[src/lsk_ram.sv]
// Generic simple dual-port RAM: one write port, one read port, registered read.
// No dependencies.
module lsk_ram #(
	parameter int WIDTH  = 8,
	parameter int WORDS  = 16,
	parameter int ADDR_W = $clog2(WORDS)
) (
	input  logic              clk,
	input  logic              wr_en,
	input  logic [ADDR_W-1:0] wr_addr,
	input  logic [WIDTH-1:0]  wr_data,
	input  logic              rd_en,
	input  logic [ADDR_W-1:0] rd_addr,
	output logic [WIDTH-1:0]  rd_data
);

	logic [WIDTH-1:0] mem_q [WORDS];

	always_ff @(posedge clk) begin
		if (wr_en) begin
			mem_q[wr_addr] <= wr_data;
		end
		if (rd_en) begin
			rd_data <= mem_q[rd_addr];
		end
	end

endmodule

[config.mk]
export PLATFORM = sky130hd
export DESIGN_NAME = lsk_ram
export DESIGN_NICKNAME = d
export VERILOG_FILES = /design/src/lsk_ram.sv
export SDC_FILE = /design/constraint.sdc
export NUM_CORES = 1
export LEC_CHECK = 0
export BUFFER_PORTS_ARGS = -buffer_cell sky130_fd_sc_hd__buf_2
export CAP_MARGIN = 5
export CORE_AREA = 4 4 104 106
export DETAILED_ROUTE_END_ITERATION = 12
export DIE_AREA = 0 0 108 110
export GPL_TIMING_DRIVEN = 0
export HOLD_SLACK_MARGIN = 0.05
export PLACE_DENSITY_LB_ADDON = 0.15
export RECOVER_POWER = 100
export SYNTH_ARGS = -nofsm -noshare
export SYNTH_HDL_FRONTEND = slang
export SYNTH_SLANG_ARGS = --single-unit
[constraint.sdc]
create_clock -name clk -period 1.5 [get_ports clk]
set_input_delay 0.15 -clock clk [delete_from_list [all_inputs] [get_ports clk]]
set_output_delay 0.15 -clock clk [all_outputs]
set_load 0.01 [all_outputs]
---- Word-level counts from Yosys, hierarchy flattened ----
Memory sizes are Yosys's and may differ from the RTL's. A register that Yosys moved wholly into a read port is not among the register bits.
Index checks and enable logic that the tools add are counted.
word-level totals
  flip-flop bits (word level) ............. 0
  word-level logic and storage cells ...... 3
  bits of input ports ..................... 19
  memories ................................ 1
  memory bits (writable) .................. 128
operators by class
  multiplexer cells ....................... 2
memories
  memory  depth  width  read ports  clocked after memory_dff  write ports  RTL line  source
  mem_q   16     8      1           1                         1            17        logic [WIDTH-1:0] mem_q [WORDS];
operator list
  kind               count
  two-way mux 1 bit  2

---- Depth between registers and ports, before layout ----
Gate-level depths: netlist (run 1).
  word-level depth ........................ 2
  gate-level depth with buffers ........... 5
  mapped depth without buffers ............ 3

---- Least setup slack after synthesis (run 1) ----
OpenSTA, ideal clock, no wires.
  kind .................................... input to register
  from .................................... input port wr_addr[2]
  to ...................................... memory mem_q[0][0], enable pin
  arrival ................................. 1.260 ns
  setup time .............................. 0.383 ns
  buffers on the path ..................... 0
  slack ................................... -0.143 ns
  cell stages on the path ................. 2
  required time ........................... 1.117 ns
  cells stage by stage .................... or3b_2 > nor3_1
RTL lines
  element             RTL line  source
  start: declaration  10        input logic [ADDR_W-1:0] wr_addr,
  end: declaration    17
No word-level cell before the write port.

==> results of run 1 <==
metrics by stage:
stage | power [mW] | cell area (µm²) | hold WS [ns] | utilization [%] | TNS (ns)
4_1_cts | 8.66 | 6170 | 0.0511 | 63.1 | 0
5_1_grt | 8.91 | 6170 | 0.0847 | 63.1 | -0.00178
3_3_place_gp | 4.78 | 5520 | 0.501 | 56.5 | -21.31
2_1_floorplan | 4.60 | 5230 | 0.249 | - | 0
6_report | 8.61 | 6170 | 0.0985 | 63.1 | 0
3_5_place_dp | 4.79 | 5520 | 0.514 | 56.5 | -23.71
cell families after synthesis:
logic type	after synthesis
muxes	32
buffers and inverters	10
and+or+nand+nor	35
AOI/OAI and AO/OA	16
DFF	136
worst paths after layout:
kind,from,to,slack (ns),cells after the start
worst min register to register,mem_q[8][1]$_DFFE_PP_,rd_data[1]$_DFFE_PP_,0.77,3
worst max register to register,mem_q[3][7]$_DFFE_PP_,rd_data[7]$_DFFE_PP_,0.03,3
worst max-delay path,mem_q[3][7]$_DFFE_PP_,rd_data[7]$_DFFE_PP_,0.03,3
worst min-delay path,wr_addr[0],mem_q[8][4]$_DFFE_PP_,0.1,2
flip-flops by register name, summed over array words and instances (netlist names):
signal,flops
mem_q,128
rd_data,8
layer usage:
metal,share of wire [%],vias up,GRT usage (%)
met5,0,-,0
li1,-,1084,-
met2,47,77,27.0
met1,46,1234,26.1
met3,6.4,10,6.23
met4,1.2,0,5.68
where the power goes:
| group | internal [mW] | switching, mW |
|---|---|---|
| Combinational | 0.176 | 0.246 |
| Clock | 2.48 | 1.40 |
| Sequential | 4.29 | 0.0183 |
| Total | 6.95 | 1.67 |
cells in the mapped netlist (all sizes together):
| master | number |
|---|---|
| edfxtp | 136 |
| mux4 | 32 |
| a22oi | 16 |
| nor2 | 13 |
| nand2 | 9 |
| buf | 7 |
| nor3 | 4 |
| clkdlybuf4s25 | 3 |
| nand2b | 2 |
| nand3b | 2 |
| and2 | 1 |
| and2b | 1 |
| nand3 | 1 |
| nor2b | 1 |
| or3b | 1 |
final cells by class:
class,count,area (µm²),area share [%]
sequential,136,4080,66.2
multi-input combinational,83,1090,17.7
clock buffer,19,422,6.83
timing repair buffer,35,189,3.06
tap,133,166,2.70
clock inverter,12,134,2.17
buffer,10,86.3,1.40
critical path, delay by kind of cell (launching register included):
family	cells	cell delay [ns]
compound gates	1	0.26
flops	1	0.37
mux	1	0.48
simple gates	1	0.11
cells in the final DEF, fill, tap and decap left out, drive strengths merged:
cell type,synthesis,layout
nand2b,2,2
bufinv,0,3
nand3,1,1
a22oi,16,16
nor2b,1,1
buf,7,13
nor3,4,4
dlygate4sd3,0,8
nand3b,2,2
clkinvlp,0,1
clkinv,0,8
or3b,1,1
and2,1,1
nand2,9,9
clkbuf,0,40
and2b,1,1
edfxtp,136,136
mux4,32,32
clkdlybuf4s25,3,3
nor2,13,13
timing repair:
item | CTS | global route
pin swaps | 0 | 1
endpoints found under the hold margin | 120 | 0
setup endpoints to repair | 3 | 4
resized for setup | 4 | 6
hold buffers | 8 | 0
==> out/metrics.yaml, run 1 <==
drt:
  ant_nets: 0
  drt_iter0_drc: 160
  vias: 2405
  via_per_inst: 5.62
  route.detailed.drc: 0
  routed_wl_um: 9600
  drt_first_pass_iters: 4
  avgRoutedWirePerCell_um: 22.4
synth:
  synth-simple-area-share_pct: 3.14
  synth_xor_area_share_pct: 0
  ys_ff_latch: 136
  ys_warn_count: 0
  synth.avg_cell_area_um2: 22.8
  ys_top_cells_by_area: "edfxtp_1 78%, mux4_2 7.8%, mux4_1 7.0%"
  synth_top_area_share_pct: 78.1
  yosysSeqAreaShare_pct: 78.1
  syn_nets: 248
  synth_compound_area_share_pct: 2.30
  syn_area_mm2: 0.00523
  synth_fa_ha_area_share_pct: 0
  muxShareOfSynthArea_pct: 14.8
  synth.largest_area_cell: "edfxtp_1"
  synth_cell_types: 18
  synth_top_family_by_area: "multiplexers"
  synth_cells: 229
layout:
  layoutNonFillerInstCount: 428
  fillers: 698
  antenna_cells: 0
  syn2layout_area_growth_pct: 18.0
  layout.nets: 302
  final_layout_size_suffix_gt1_share_pct: 24.1
cts:
  post-cts-setup-buffer-count: 0
  htree_levels: 4
  cts_tree: "done"
  cts_buffers: 17
  cts_root_buffer: "clkbuf_8"
  clock_latency_ns: 0.51
  cts_buffer_depth: 2
  cts.clk_slew.worst_paths_ns: 0.06
  cts.sinks: 136
timing:
  max_freq_mhz: 681
  finalSetupViolations: 0
  setup_ws_ns: 0.0313
  min_period_ns: 1.47
  finClkSkew_ns: 0.00661
  worst_slew_pin_slew_ns: 1.22
  slew_violations: 0
  post-route-period-util_pct: 97.9
  relSlewSlack_pct: 18.0
  hold_violations: 0
setup_path:
  cpMaxStageDelayCell: "mux4_2"
  slowest_delay_ns: 0.48
  criticalPathCategory: "reg2reg"
  arrival_ns: 1.72
  cp_max_fo: 1
  end_kind: "flip-flop"
  crit_path_start_kind: "flip-flop"
  required_ns: 1.76
  path_cells: "mux4_2, a22oi_2, nand2_1"
pwr:
  ir_worst_vdd_v: 0.000697
  leakagePower_nw: 2.01
  p_per_area_mw_per_mm2: 1400
global_route:
  grt_pass1_vias: 2452
  overflow: 0
  grt_max_degree: 17
  antenna_found_initial: 0
  grtUsageTotal_pct: 18.3
  grt_pass1_wl_um: 14800
place:
  place_ws_ns: -0.477
  dp.cells: 387
  place_hpwl_um: 6170
  portBuffers: 25
  place_congestion: 0.716
flow_run:
  maxCapViolCount: 0
floorplanning:
  die_w_um: 108
  die-area_mm2: 0.0119
  initial_core_util_pct: 53.5
  die_h_um: 110
  coreArea_mm2: 0.00977
  io_pins: 27
  rows: 36
run_status:
  outcome: "complete, no violations"
worst_hold_path:
  hold_class: "in2reg"
No activity file was read; power rests on OpenSTA's default activity.
==> run 2: changes to the inputs <==
BUFFER_PORTS_ARGS = -buffer_cell sky130_fd_sc_hd__clkbuf_2   (was -buffer_cell sky130_fd_sc_hd__buf_2)
CTS_CLUSTER_SIZE = 28   (was default)
==> run 2 against run 1 <==
Against the previous run:
- cell count fell by 1.6%
- wire length rose by 1.7%
- die area did not move
- worst hold slack improved by 0.048 ns
- via count rose by 0.17%
- clock power rose by 6.7%
- count of clock-buffer cells in the layout fell by 2
- total power rose by 2.9%
- sequential power barely moved
- worst setup slack improved by 0.0024 ns
- critical path type unchanged
- critical endpoint is now rd_data[0]$_DFFE_PP_
==> out/metrics.yaml, run 2 (synthesis gave the netlist of run 1 again) <==
run_status:
  outcome: "complete, no violations"
worst_hold_path:
  hold_start: "wr_addr[0]"
  hold_class: "in2reg"
pwr:
  combPwrFrac_pct: 4.6
  p_sw_share_pct: 19.7
  design_power_total_mw: 8.86
  ir_worst_vdd_v: 0.000753
  p_clk_share_pct: 46.8
  p_int_mw: 7.11
  seqPwrFrac_pct: 48.6
  p_per_area_mw_per_mm2: 1440
  switching_power_mw: 1.75
  leakagePower_nw: 1.98
timing:
  worst_slew_pin_slew_ns: 1.20
  hold_violations: 0
  post-route-period-util_pct: 97.8
  relSlewSlack_pct: 19.2
  min_period_ns: 1.47
  max_freq_mhz: 682
  slew_violations: 0
  finalSetupViolations: 0
  rsz0062_at_grt: "no"
  finClkSkew_ns: 0.00801
  setup_tns_ns: 0
setup_path:
  required_ns: 1.77
  cp_max_fo: 1
  criticalPathCategory: "reg2reg"
  end_kind: "flip-flop"
  arrival_ns: 1.73
  r2r_start: "mem_q[1][0]$_DFFE_PP_"
  crit_path_start_kind: "flip-flop"
  crit_start: "mem_q[1][0]$_DFFE_PP_"
floorplanning:
  die-area_mm2: 0.0119
  die_w_um: 108
  initial_core_util_pct: 53.5
  die_h_um: 110
  rows: 36
  coreArea_mm2: 0.00977
  io_pins: 27
drt:
  routed_wl_um: 9760
  drt_first_pass_iters: 4
  drt_iter0_drc: 172
  vias: 2409
  via_per_inst: 5.72
  route.detailed.drc: 0
  avgRoutedWirePerCell_um: 23.2
  ant_nets: 0
place:
  portBuffers: 25
  place_hpwl_um: 6080
  place_congestion: 0.720
cts:
  cts_root_buffer: "clkbuf_8"
  htree_levels: 4
  cts_buffers: 17
  cts_tree: "done"
  cts_buffer_depth: 2
  cts.sinks: 136
  post-cts-setup-buffer-count: 0
  cts.clk_slew.worst_paths_ns: 0.06
  clock_latency_ns: 0.52
layout:
  layout.nets: 294
  antenna_cells: 0
  layout_commonest_cell: "edfxtp_1"
  reg_top3: "mem_q x128, rd_data x8"
  seq_area_mm2: 0.00408
  multi_input_area_mm2: 0.00109
  syn2layout_area_growth_pct: 17.4
  top_register: "mem_q"
  layout_common_cells: "136 x edfxtp_1, 21 x clkbuf_1, 19 x mux4_2"
  fillers: 700
  largest_reg_flops: 128
  final_layout_size_suffix_gt1_share_pct: 24.7
global_route:
  grt_max_degree: 17
  overflow: 0
  grt_pass1_vias: 2514
  grtUsageTotal_pct: 18.8
  antenna_found_initial: 0
  grt_pass1_wl_um: 15100
flow_run:
  maxCapViolCount: 0
run 2: timing repair:
item                                    in CTS  in global routing
gates resized for setup                      3                  5
endpoints found under the setup margin       3                  4
hold buffers                                 1                  0
hold endpoints to repair                     8                  0
run 2: worst max-delay path, cell delays in order (launching register included):
cell,delay [ns]
edfxtp_1,0.37
mux4_1,0.52
a22oi_2,0.24
nand2_1,0.09
run 2: worst paths after layout:
check             cells past startpoint  slack [ns]                     to
setup / recovery                      3        0.03   rd_data[0]$_DFFE_PP_
hold / removal                        2        0.15  mem_q[0][0]$_DFFE_PP_
setup reg to reg                      3        0.03   rd_data[0]$_DFFE_PP_
hold reg to reg                       3        0.76   rd_data[4]$_DFFE_PP_
run 2: final cells by class:
cell class              count  area share, %
clock buffers              17           6.75
flip-flops and latches    136           66.5
repair buffers             27           1.86
clock inverters            15           3.00
plain buffers              10           1.41
multi-input cells          83           17.7
well taps                 133           2.71
run 2: through the flow:
| step | hold slack, ns | utilization [%] | std cells | setup slack [ns] | cell area [µm²] |
|---|---|---|---|---|---|
| finish | 0.146 | 62.8 | 421 | 0.0337 | 6140 |
| global placement | 0.517 | 56.5 | 387 | -0.427 | 5520 |
| global route | 0.147 | 62.8 | 421 | 0.00288 | 6140 |
| floorplan | 0.249 | - | 229 | 0.0676 | 5230 |
| CTS | 0.0630 | 62.9 | 420 | 0.000450 | 6150 |
| detailed placement | 0.528 | 56.5 | 387 | -0.469 | 5520 |
run 2: power by group through the flow:
| stage | Clock, mW | Sequential (mW) | Combinational, mW |
|---|---|---|---|
| detailed placement | 0 | 4.38 | 0.408 |
| floorplan | 0 | 4.39 | 0.216 |
| CTS | 4.21 | 4.30 | 0.416 |
| global route | 4.38 | 4.31 | 0.445 |
| finish | 4.15 | 4.30 | 0.408 |
| global placement | 0 | 4.38 | 0.401 |
run 2: metal layers:
metal,up-vias,part of all wire (%),GRT usage [%]
met2,86,50,29.4
met3,11,6.5,6.12
li1,1070,-,-
met5,-,0,0
met1,1242,42,25.4
met4,0,1.3,6.22
